**config.mk**
```make
export PLATFORM = sky130hd
export DESIGN_NAME = flow_match_header_parser_core
export DESIGN_NICKNAME = d
export VERILOG_FILES = /design/src/design/fmhp_pkg.sv /design/src/design/flow_match_header_parser_core.sv /design/src/design/fmhp_byte_queue.sv /design/src/design/fmhp_parser.sv
export SDC_FILE = /design/constraint.sdc
export NUM_CORES = 2
export LEC_CHECK = 0
export ABC_AREA = 1
export BUFFER_PORTS_ARGS = -buffer_cell sky130_fd_sc_hd__buf_2
export CORE_AREA = 3 3 420 256
export CTS_CLUSTER_SIZE = 24
export DETAILED_ROUTE_END_ITERATION = 6
export DIE_AREA = 0 0 423 259
export SLEW_MARGIN = 20
export SYNTH_ARGS = -nofsm -noshare
export SYNTH_HDL_FRONTEND = slang
export SYNTH_SLANG_ARGS = --single-unit
```
**constraint.sdc**
```tcl
create_clock -name clk_i -period 15.9 [get_ports clk_i]
set_input_delay 0.795 -clock clk_i [delete_from_list [all_inputs] [get_ports clk_i]]
set_output_delay 0.795 -clock clk_i [all_outputs]
set_load 0.01 [all_outputs]
```
**src/design/fmhp_pkg.sv**
```systemverilog
package fmhp_pkg;

  localparam int unsigned HdrBytes = 28;
  localparam int unsigned FillW = 5;

  localparam int unsigned FlEth  = 0;
  localparam int unsigned FlSnap = 1;
  localparam int unsigned FlVlan = 2;
  localparam int unsigned FlMpls = 3;
  localparam int unsigned FlIpv4 = 4;
  localparam int unsigned FlArp  = 5;
  localparam int unsigned FlTcp  = 6;
  localparam int unsigned FlUdp  = 7;
  localparam int unsigned FlSctp = 8;
  localparam int unsigned FlIcmp = 9;
  localparam int unsigned FlTtl  = 10;
  localparam int unsigned FlFrag = 11;

  localparam logic [15:0] EtVlan  = 16'h8100;
  localparam logic [15:0] EtQinq  = 16'h88a8;
  localparam logic [15:0] EtMplsU = 16'h8847;
  localparam logic [15:0] EtMplsM = 16'h8848;
  localparam logic [15:0] EtArp   = 16'h0806;
  localparam logic [15:0] EtIpv4  = 16'h0800;

  localparam logic [7:0] ProtoIcmp = 8'd1;
  localparam logic [7:0] ProtoTcp  = 8'd6;
  localparam logic [7:0] ProtoUdp  = 8'd17;
  localparam logic [7:0] ProtoSctp = 8'd132;

  typedef struct packed {
    logic [7:0]  data;
    logic        last;
    logic [31:0] port;
  } byte_item_t;

  typedef struct packed {
    logic [31:0] port_out;
    logic [47:0] mac_source;
    logic [47:0] mac_dest;
    logic [15:0] ether_kind;
    logic [18:0] vlan_info;
    logic [22:0] mpls_info;
    logic [5:0]  dscp;
    logic [7:0]  net_proto;
    logic [63:0] net_addrs;
    logic [31:0] port_pair;
    logic [11:0] layer_flags;
  } match_rec_t;

endpackage

```
**src/design/flow_match_header_parser_core.sv**
```systemverilog
// Channel | Handshake              | Payload
// in      | in_valid_i/in_ready_o  | data_byte_i, last_byte_i, in_port_i
// out     | out_valid_o/out_ready_i| port_out_o .. layer_flags_o
//
// One byte per cycle sustained unless the output stalls; the parser consumes
// one queued byte per cycle. A record becomes valid once its last byte has
// passed the byte queue and the parser has registered it on taking that byte.
// Reset empties the queue and clears the parse state and the output valid flag.
// A stalled output register holds the parser; the byte queue absorbs
// up to QueueDepth bytes before in_ready_o drops.
module flow_match_header_parser_core #(
  parameter int unsigned MaxFrameBytes = 16384,
  parameter int unsigned QueueDepth = 4
) (
  input  logic        clk_i,
  input  logic        rst_ni,
  input  logic        in_valid_i,
  output logic        in_ready_o,
  input  logic [7:0]  data_byte_i,
  input  logic        last_byte_i,
  input  logic [31:0] in_port_i,
  output logic        out_valid_o,
  input  logic        out_ready_i,
  output logic [31:0] port_out_o,
  output logic [47:0] mac_source_o,
  output logic [47:0] mac_dest_o,
  output logic [15:0] ether_kind_o,
  output logic [18:0] vlan_info_o,
  output logic [22:0] mpls_info_o,
  output logic [5:0]  dscp_o,
  output logic [7:0]  net_proto_o,
  output logic [63:0] net_addrs_o,
  output logic [31:0] port_pair_o,
  output logic [11:0] layer_flags_o
);

  fmhp_pkg::byte_item_t push_item, head;
  fmhp_pkg::match_rec_t rec;
  logic full, nonempty, pop;

  assign push_item = '{data: data_byte_i, last: last_byte_i, port: in_port_i};
  assign in_ready_o = !full;

  fmhp_byte_queue #(.Depth(QueueDepth)) u_queue (
    .clk_i, .rst_ni,
    .push_i(in_valid_i), .push_item_i(push_item), .full_o(full),
    .pop_i(pop), .nonempty_o(nonempty), .head_o(head)
  );

  fmhp_parser #(.MaxFrameBytes(MaxFrameBytes)) u_parser (
    .clk_i, .rst_ni,
    .item_valid_i(nonempty), .item_i(head), .item_ready_o(pop),
    .rec_valid_o(out_valid_o), .rec_o(rec), .rec_ready_i(out_ready_i)
  );

  assign port_out_o    = rec.port_out;
  assign mac_source_o  = rec.mac_source;
  assign mac_dest_o    = rec.mac_dest;
  assign ether_kind_o  = rec.ether_kind;
  assign vlan_info_o   = rec.vlan_info;
  assign mpls_info_o   = rec.mpls_info;
  assign dscp_o        = rec.dscp;
  assign net_proto_o   = rec.net_proto;
  assign net_addrs_o   = rec.net_addrs;
  assign port_pair_o   = rec.port_pair;
  assign layer_flags_o = rec.layer_flags;

endmodule

```
**src/design/fmhp_byte_queue.sv**
```systemverilog
module fmhp_byte_queue #(
  parameter int unsigned Depth = 4
) (
  input  logic                clk_i,
  input  logic                rst_ni,
  input  logic                push_i,
  input  fmhp_pkg::byte_item_t push_item_i,
  output logic                full_o,
  input  logic                pop_i,
  output logic                nonempty_o,
  output fmhp_pkg::byte_item_t head_o
);

  localparam int unsigned PtrW = (Depth > 1) ? $clog2(Depth) : 1;
  localparam int unsigned CntW = $clog2(Depth + 1);

  fmhp_pkg::byte_item_t mem_q [Depth];
  logic [PtrW-1:0] wr_q, wr_d, rd_q, rd_d;
  logic [CntW-1:0] cnt_q, cnt_d;
  logic do_push, do_pop;

  assign full_o     = (cnt_q == CntW'(Depth));
  assign nonempty_o = (cnt_q != '0);
  assign head_o     = mem_q[rd_q];
  assign do_push    = push_i && !full_o;
  assign do_pop     = pop_i && nonempty_o;

  always_comb begin
    wr_d  = wr_q;
    rd_d  = rd_q;
    cnt_d = cnt_q;
    if (do_push) begin
      wr_d = (wr_q == PtrW'(Depth - 1)) ? '0 : wr_q + 1'b1;
    end
    if (do_pop) begin
      rd_d = (rd_q == PtrW'(Depth - 1)) ? '0 : rd_q + 1'b1;
    end
    if (do_push && !do_pop) begin
      cnt_d = cnt_q + 1'b1;
    end else if (do_pop && !do_push) begin
      cnt_d = cnt_q - 1'b1;
    end
  end

  always_ff @(posedge clk_i or negedge rst_ni) begin
    if (!rst_ni) begin
      wr_q  <= '0;
      rd_q  <= '0;
      cnt_q <= '0;
    end else begin
      wr_q  <= wr_d;
      rd_q  <= rd_d;
      cnt_q <= cnt_d;
    end
  end

  always_ff @(posedge clk_i) begin
    if (do_push) begin
      mem_q[wr_q] <= push_item_i;
    end
  end

endmodule

```
**src/design/fmhp_parser.sv**
```systemverilog
module fmhp_parser #(
  parameter int unsigned MaxFrameBytes = 16384
) (
  input  logic                 clk_i,
  input  logic                 rst_ni,
  input  logic                 item_valid_i,
  input  fmhp_pkg::byte_item_t item_i,
  output logic                 item_ready_o,
  output logic                 rec_valid_o,
  output fmhp_pkg::match_rec_t rec_o,
  input  logic                 rec_ready_i
);

  localparam int unsigned OffW = $clog2(MaxFrameBytes + 1);
  localparam int unsigned FW = fmhp_pkg::FillW;

  typedef enum logic [2:0] {
    PhEth, PhVlan, PhMpls, PhArp, PhIpv4, PhL4, PhDone
  } phase_e;

  phase_e phase_q, phase_d;
  logic [OffW-1:0] off_q, off_d;
  logic [FW-1:0] fill_q, fill_d, need_q, need_d, n;
  logic [3:0] l4bit_q, l4bit_d;
  logic [7:0] store_q [fmhp_pkg::HdrBytes];
  logic [7:0] v [fmhp_pkg::HdrBytes];
  logic [31:0] port_q, port_d;
  logic [47:0] msrc_q, msrc_d, mdst_q, mdst_d;
  logic [15:0] et_q, et_d;
  logic [18:0] vlan_q, vlan_d;
  logic [22:0] mpls_q, mpls_d;
  logic [5:0] dscp_q, dscp_d;
  logic [7:0] proto_q, proto_d, mttl_q, mttl_d, ittl_q, ittl_d;
  logic [63:0] addrs_q, addrs_d;
  logic [31:0] ports_q, ports_d;
  logic [11:0] fl_q, fl_d;
  logic disp, disp_eth, step, ttl_ok;
  logic [15:0] disp_et;
  logic [31:0] w;
  fmhp_pkg::match_rec_t rec_q, rec_d;
  logic rec_valid_q, rec_valid_d;

  assign item_ready_o = !rec_valid_q || rec_ready_i;
  assign step = item_valid_i && item_ready_o;
  assign rec_valid_o = rec_valid_q;
  assign rec_o = rec_q;
  assign n = fill_q + 1'b1;

  always_comb begin
    for (int k = 0; k < fmhp_pkg::HdrBytes; k++) begin
      v[k] = (fill_q == FW'(k)) ? item_i.data : store_q[k];
    end
  end

  always_comb begin
    phase_d = phase_q; off_d = off_q; fill_d = fill_q; need_d = need_q;
    l4bit_d = l4bit_q; port_d = port_q; msrc_d = msrc_q; mdst_d = mdst_q;
    et_d = et_q; vlan_d = vlan_q; mpls_d = mpls_q; dscp_d = dscp_q;
    proto_d = proto_q; mttl_d = mttl_q; ittl_d = ittl_q; addrs_d = addrs_q;
    ports_d = ports_q; fl_d = fl_q;
    disp = 1'b0; disp_eth = 1'b0; disp_et = '0;
    w = {v[0], v[1], v[2], v[3]};
    rec_valid_d = rec_valid_q && !rec_ready_i;
    rec_d = rec_q;
    ttl_ok = 1'b1;
    if (step) begin
      if (off_q == '0) port_d = item_i.port;
      if (off_q < OffW'(MaxFrameBytes)) begin
        off_d = off_q + 1'b1;
        if (phase_q != PhDone) begin
          fill_d = n;
          case (phase_q)
            PhEth: begin
              if (n == FW'(14)) begin
                fl_d[fmhp_pkg::FlEth] = 1'b1;
                if ({v[12], v[13]} >= 16'h0600) begin
                  mdst_d = {v[0], v[1], v[2], v[3], v[4], v[5]};
                  msrc_d = {v[6], v[7], v[8], v[9], v[10], v[11]};
                  disp = 1'b1; disp_eth = 1'b1; disp_et = {v[12], v[13]};
                end
              end else if (n == FW'(17)) begin
                if ({v[14], v[15], v[16]} != 24'haaaa03) phase_d = PhDone;
              end else if (n == FW'(22)) begin
                fl_d[fmhp_pkg::FlSnap] = 1'b1;
                if ({v[17], v[18], v[19]} != 24'h0) begin
                  phase_d = PhDone;
                end else begin
                  mdst_d = {v[0], v[1], v[2], v[3], v[4], v[5]};
                  msrc_d = {v[6], v[7], v[8], v[9], v[10], v[11]};
                  disp = 1'b1; disp_eth = 1'b1; disp_et = {v[20], v[21]};
                end
              end
            end
            PhVlan: begin
              if (n == FW'(4)) begin
                if (!fl_q[fmhp_pkg::FlVlan]) begin
                  fl_d[fmhp_pkg::FlVlan] = 1'b1;
                  vlan_d = {4'h0, v[0][3:0], v[1], v[0][7:5]};
                end
                disp = 1'b1; disp_et = {v[2], v[3]};
              end
            end
            PhMpls: begin
              if (n == FW'(4)) begin
                fl_d[fmhp_pkg::FlMpls] = 1'b1;
                mpls_d = {w[31:12], w[11:9]};
                mttl_d = v[3];
                phase_d = PhDone;
              end
            end
            PhArp: begin
              if (n == FW'(28)) begin
                fl_d[fmhp_pkg::FlArp] = 1'b1;
                if ({v[0], v[1]} == 16'd1 && {v[2], v[3]} == fmhp_pkg::EtIpv4 &&
                    v[4] == 8'd6 && v[5] == 8'd4 && v[6] == 8'd0) begin
                  proto_d = v[7];
                  if (v[7] == 8'd1 || v[7] == 8'd2) begin
                    addrs_d = {v[14], v[15], v[16], v[17], v[24], v[25], v[26], v[27]};
                  end
                end
                phase_d = PhDone;
              end
            end
            PhIpv4: begin
              if (n == FW'(20)) begin
                fl_d[fmhp_pkg::FlIpv4] = 1'b1;
                addrs_d = {v[12], v[13], v[14], v[15], v[16], v[17], v[18], v[19]};
                dscp_d = v[1][7:2];
                proto_d = v[9];
                ittl_d = v[8];
                phase_d = PhDone;
                fill_d = '0;
                if ({v[6][5:0], v[7]} != 14'h0) begin
                  fl_d[fmhp_pkg::FlFrag] = 1'b1;
                end else if (v[9] == fmhp_pkg::ProtoTcp) begin
                  need_d = FW'(20); l4bit_d = 4'(fmhp_pkg::FlTcp); phase_d = PhL4;
                end else if (v[9] == fmhp_pkg::ProtoUdp) begin
                  need_d = FW'(8); l4bit_d = 4'(fmhp_pkg::FlUdp); phase_d = PhL4;
                end else if (v[9] == fmhp_pkg::ProtoIcmp) begin
                  need_d = FW'(4); l4bit_d = 4'(fmhp_pkg::FlIcmp); phase_d = PhL4;
                end else if (v[9] == fmhp_pkg::ProtoSctp) begin
                  need_d = FW'(12); l4bit_d = 4'(fmhp_pkg::FlSctp); phase_d = PhL4;
                end
              end
            end
            PhL4: begin
              if (n == need_q) begin
                fl_d[l4bit_q] = 1'b1;
                if (l4bit_q == 4'(fmhp_pkg::FlIcmp)) ports_d = {8'h0, v[0], 8'h0, v[1]};
                else ports_d = w;
                phase_d = PhDone;
              end
            end
            default: ;
          endcase
          if (disp) begin
            et_d = disp_et;
            fill_d = '0;
            if (disp_et == fmhp_pkg::EtVlan || disp_et == fmhp_pkg::EtQinq) begin
              phase_d = PhVlan;
            end else begin
              if (disp_eth) vlan_d = 19'h7fff8;
              if (disp_et == fmhp_pkg::EtMplsU || disp_et == fmhp_pkg::EtMplsM) begin
                phase_d = PhMpls;
              end else if (disp_et == fmhp_pkg::EtArp) begin
                phase_d = PhArp;
              end else if (disp_et == fmhp_pkg::EtIpv4) begin
                phase_d = PhIpv4;
              end else begin
                phase_d = PhDone;
              end
            end
          end
        end
      end
      if (item_i.last) begin
        ttl_ok = !(fl_d[fmhp_pkg::FlMpls] && mttl_d <= 8'd1) &&
                 !(fl_d[fmhp_pkg::FlIpv4] && ittl_d <= 8'd1);
        rec_valid_d = 1'b1;
        rec_d.port_out = port_d;
        rec_d.mac_source = msrc_d;
        rec_d.mac_dest = mdst_d;
        rec_d.ether_kind = et_d;
        rec_d.vlan_info = vlan_d;
        rec_d.mpls_info = mpls_d;
        rec_d.dscp = dscp_d;
        rec_d.net_proto = proto_d;
        rec_d.net_addrs = addrs_d;
        rec_d.port_pair = ports_d;
        rec_d.layer_flags = {fl_d[fmhp_pkg::FlFrag], ttl_ok, fl_d[9:0]};
        phase_d = PhEth; off_d = '0; fill_d = '0; need_d = '0; l4bit_d = '0;
        msrc_d = '0; mdst_d = '0; et_d = '0; vlan_d = '0; mpls_d = '0;
        dscp_d = '0; proto_d = '0; mttl_d = '0; ittl_d = '0; addrs_d = '0;
        ports_d = '0; fl_d = '0;
      end
    end
  end

  always_ff @(posedge clk_i or negedge rst_ni) begin
    if (!rst_ni) begin
      phase_q <= PhEth; off_q <= '0; fill_q <= '0; need_q <= '0; l4bit_q <= '0;
      port_q <= '0; msrc_q <= '0; mdst_q <= '0; et_q <= '0; vlan_q <= '0;
      mpls_q <= '0; dscp_q <= '0; proto_q <= '0; mttl_q <= '0; ittl_q <= '0;
      addrs_q <= '0; ports_q <= '0; fl_q <= '0; rec_valid_q <= 1'b0;
    end else begin
      phase_q <= phase_d; off_q <= off_d; fill_q <= fill_d; need_q <= need_d;
      l4bit_q <= l4bit_d; port_q <= port_d; msrc_q <= msrc_d; mdst_q <= mdst_d;
      et_q <= et_d; vlan_q <= vlan_d; mpls_q <= mpls_d; dscp_q <= dscp_d;
      proto_q <= proto_d; mttl_q <= mttl_d; ittl_q <= ittl_d; addrs_q <= addrs_d;
      ports_q <= ports_d; fl_q <= fl_d; rec_valid_q <= rec_valid_d;
    end
  end

  always_ff @(posedge clk_i) begin
    rec_q <= rec_d;
    if (step && off_q < OffW'(MaxFrameBytes) && phase_q != PhDone &&
        fill_q < FW'(fmhp_pkg::HdrBytes)) begin
      store_q[fill_q] <= item_i.data;
    end
  end

endmodule

```
==> run_results.csv <==
group,metric,value,unit
outcome,status,"finished, violations left",
outcome,violations,"design-rule violations",
cts,cts_buffer_depth,3,
power,swShare,40.3,%
place,gp_congestion,0.914,
power,internal-power,6.15,mW
sta,worstMarginPinSlew,1.14,ns
worst_setup_path,rr_startpoint,"u_queue.rd_q[0]",
worst_setup_path,endpoint_kind,"register",
place,portBuffers,354,
global_routing,antenna_found_initial,2,
min_path,hold_path.class,"input pin to async pin",
power,pwr-share-comb,35.5,%
logic_synthesis,synth_top_area_share,43.9,%
place,dp.cells,6259,
cells_and_area,syn2layout_area_growth,13.8,%
logic_synthesis,syn_inst,4690,
power,power_frac_seq,40.5,%
logic_synthesis,ys_seq_elements,1038,
routing,vias,35300,
sta,finalHoldViolations,0,
power,power_switching,4.14,mW
worst_setup_path,reg2reg_depth,22,
cts,htreeDepth,3,
worst_setup_path,worstSetupPathType,"register to register",
power,power.density,194,mW/mm^2
cts,insertion_delay,0.70,ns
logic_synthesis,yosys_warnings,0,
worst_setup_path,cp-start-kind,"register",
cts,clock-sinks,1038,
die,die_y,259,um
die,initial_core_util,44.6,%
global_routing,gr-total-overflow,0,
sta,fmax,156,MHz
place,hpwl,89500,um
global_routing,gr-usage-all-layers,25.5,%
worst_setup_path,arrival,6.84,ns
routing,route.detailed.drc,2,
cts,clockRootBuffer,"clkbuf_16",
routing,via_per_inst,5.47,
logic_synthesis,yosys.area.top_type,"edfxtp_1",
routing,firstDrtPassIters,7,
worst_setup_path,cp_num_buf_inv,7,
sta,period_minus_slack,6.40,ns
cts,postCtsSetupRepairBufs,0,
routing,drtIter0Drc,4316,
power,pwr-share-clk,24.0,%
worst_setup_path,cp_max_fo,111,
routing,drtAntennaViolNets,0,
global_routing,grt_max_degree,172,
die,die_x,423,um
worst_setup_path,rrSetupSlack,9.50,ns
sta,drv_slew,0,
cts,clkTransAtPathRegs,0.06,ns
cts,numCtsBuffers,101,
die,fp-row-count,92,
logic_synthesis,syn-num-nets,4749,
cells_and_area,final-instance-count-excl-fill,6452,
worst_setup_path,path_cells,"buf_4, inv_2, buf_4, nand2_1, nand3_1, nand2_1, buf_4, nand2_1, o21ai_0, nand2_1, nor2_1, nand2_1, nor2_4, nand3_1, nand2_1, nand2_2, nor2_4, buf_4, buf_4, o211ai_1, o21ai_0, inv_1",
logic_synthesis,synth-main-ff-cell,"edfxtp_1",
sta,setup_viol,0,
worst_setup_path,cpPeakStageDelay,0.88,ns
run,drv_cap,0,
logic_synthesis,synthArstFlopShare,34.5,%
die,ios,355,
logic_synthesis,syn_area_per_cell,9.93,um^2
power,irDropWorstVdd,0.285,mV
logic_synthesis,synth_edf_count,680,
global_routing,grt_pass1_wl,212000,um
logic_synthesis,synth_area_leaders,"edfxtp_1 (44%), dfrtp_1 (19%), nand2_1 (9.5%)",
cts,cts_resized,0,
die,die_area,0.110,mm^2
logic_synthesis,syn_area,0.0466,mm^2
die,core_area,0.104,mm^2
sta,finalCritPeriodShare,40.2,%
cells_and_area,drive_gt1_share,14.5,%
routing,wl_per_cell,22.1,um
sta,fin_setup_tns,0,ns
routing,routed_wl,142000,um
logic_synthesis,yosysSeqAreaShare,63.1,%
cts,cts_tree,"done",
worst_setup_path,cp_top_family,"buffers and inverters",
cts,cts_hold_buf,0,
worst_setup_path,critical_path.most_common_cell,"nand2_1",
cells_and_area,nets,5011,
logic_synthesis,synth_cell_type_count,56,
power,leakagePower,23.3,nW
worst_setup_path,r2r_end,"u_parser.rec_o[241]",
worst_setup_path,worst_ep_required_time,16.34,ns
sta,rsz0062_at_grt,"no",
sta,fin_skew,0.0265,ns
global_routing,grt_pass1_vias,32300,
worst_setup_path,critPathSlowestCell,"buf_4",
sta,maxSlewHeadroom,23.3,%
[through the flow]
stage               util, %  hold slack, ns  total power, mW  instance area (um^2)  worst slack, ns
floorplan                 -           0.448             6.31                 46600             4.13
global placement       47.5           0.460             7.85                 49600             9.85
detailed placement     47.6           0.465             7.87                 49600             9.71
CTS                    50.8           0.114             10.3                 53000             9.68
global route           50.8           0.114             10.8                 53000             9.00
finish                 50.8          0.0598             10.3                 53000             9.50
[synth_stat cells (4+ instances only)]
cell,instances
a22o_1,8
o21ai_1,99
buf_6,14
a22oi_2,4
nor3_1,25
nand2_1,1179
edfxtp_1,680
nor2_2,6
inv_2,16
buf_1,20
nor3_2,4
o21ai_0,536
nand2_2,9
inv_1,494
nor2_1,310
ha_1,13
a211oi_1,6
o221ai_1,23
or2_2,19
o21a_1,15
clkbuf_1,168
o22ai_1,33
buf_2,52
nand3_2,4
a31oi_1,37
a221oi_1,43
dfrtp_1,358
nand4_1,28
a21boi_1,52
nand3_1,188
o211ai_2,50
a21boi_0,21
nor2_4,8
a21oi_1,54
o211ai_1,56
clkinv_1,8
o31ai_1,10
nor4_1,12
buf_4,5
[flip-flops by register name, indices dropped and copies added, names as in the netlist, 5 cells and up]
name	cells
u_parser.msrc_q	48
u_parser.et_q	16
u_parser.mttl_q	7
u_queue.mem_q	164
u_parser.fl_q	11
u_parser.store_q	208
u_parser.rec_o	308
u_parser.dscp_q	6
u_parser.mpls_q	23
u_parser.ittl_q	7
u_parser.vlan_q	19
u_parser.off_q	15
u_parser.addrs_q	64
u_parser.port_q	32
u_parser.ports_q	32
u_parser.mdst_q	48
u_parser.fill_q	5
u_parser.proto_q	8
[power by group through the flow]
stage	clock network, mW	registers (mW)	logic (mW)
6_report	2.47	4.17	3.66
5_1_grt	2.61	4.22	3.94
4_1_cts	2.50	4.17	3.66
3_5_place_dp	0	4.21	3.66
3_3_place_gp	0	4.22	3.63
2_1_floorplan	0	4.53	1.78
[cells in the final DEF (no fill, tap or decap), types with 50 or more instances in the layout]
cell type  count
edfxtp_1     680
buf_4         61
inv_1        487
nand3_1      188
clkbuf_16    102
a21boi_1      52
o21ai_1       99
buf_2        353
dfrtp_1      357
a21oi_1       54
o211ai_1      56
nand2_1     1178
o211ai_2      50
nor2_1       300
o21ai_0      535
[final cells by class]
cell class                      count  area (um^2)
Antenna cell                        2         5.00
Clock buffer                      152         2950
Clock inverter                     39          408
Fill cell                        9509        51300
Inverter                          518         1960
Multi-Input combinational cell   2875        14200
Sequential cell                  1038        29400
Tap cell                         1410         1760
Timing Repair Buffer              418         2290
[metal layers]
layer  up-vias  routed length, um  track usage (%)
li1      16500                  -                -
met1     17100              65100             39.5
met2      1563              60600             36.5
met3       208              13200             5.22
met4         0               3480             6.49
met5         -                  0                0
[cell families (layout without fill, tap and decap cells)]
family	after synthesis	in the layout	synth area share [%]
buffers and inverters	777	1127	6.67
other	0	2	0
xor gates and xnor gates	4	4	0.0753
and+or+nand+nor	1799	1799	15.8
AOI/OAI and AO/OA	1058	1058	14.0
adders and majority gates	14	14	0.392
DFF	1038	1038	63.1
[worst max path at each step]
stage / cells after the start / from / slack [ns] / endpoint
global placement: 22 / u_queue.rd_q[0] / 9.85 / u_parser.rec_o[241]
CTS: 22 / u_queue.rd_q[0] / 9.68 / u_parser.rec_o[241]
detailed placement: 22 / u_queue.rd_q[0] / 9.71 / u_parser.rec_o[241]
floorplan: 11 / out_ready_i / 4.13 / u_parser.l4bit_q[2]
finish: 22 / u_queue.rd_q[0] / 9.50 / u_parser.rec_o[241]
global route: 22 / u_queue.rd_q[0] / 9.00 / u_parser.rec_o[241]
(Power assumes the default switching activity.)
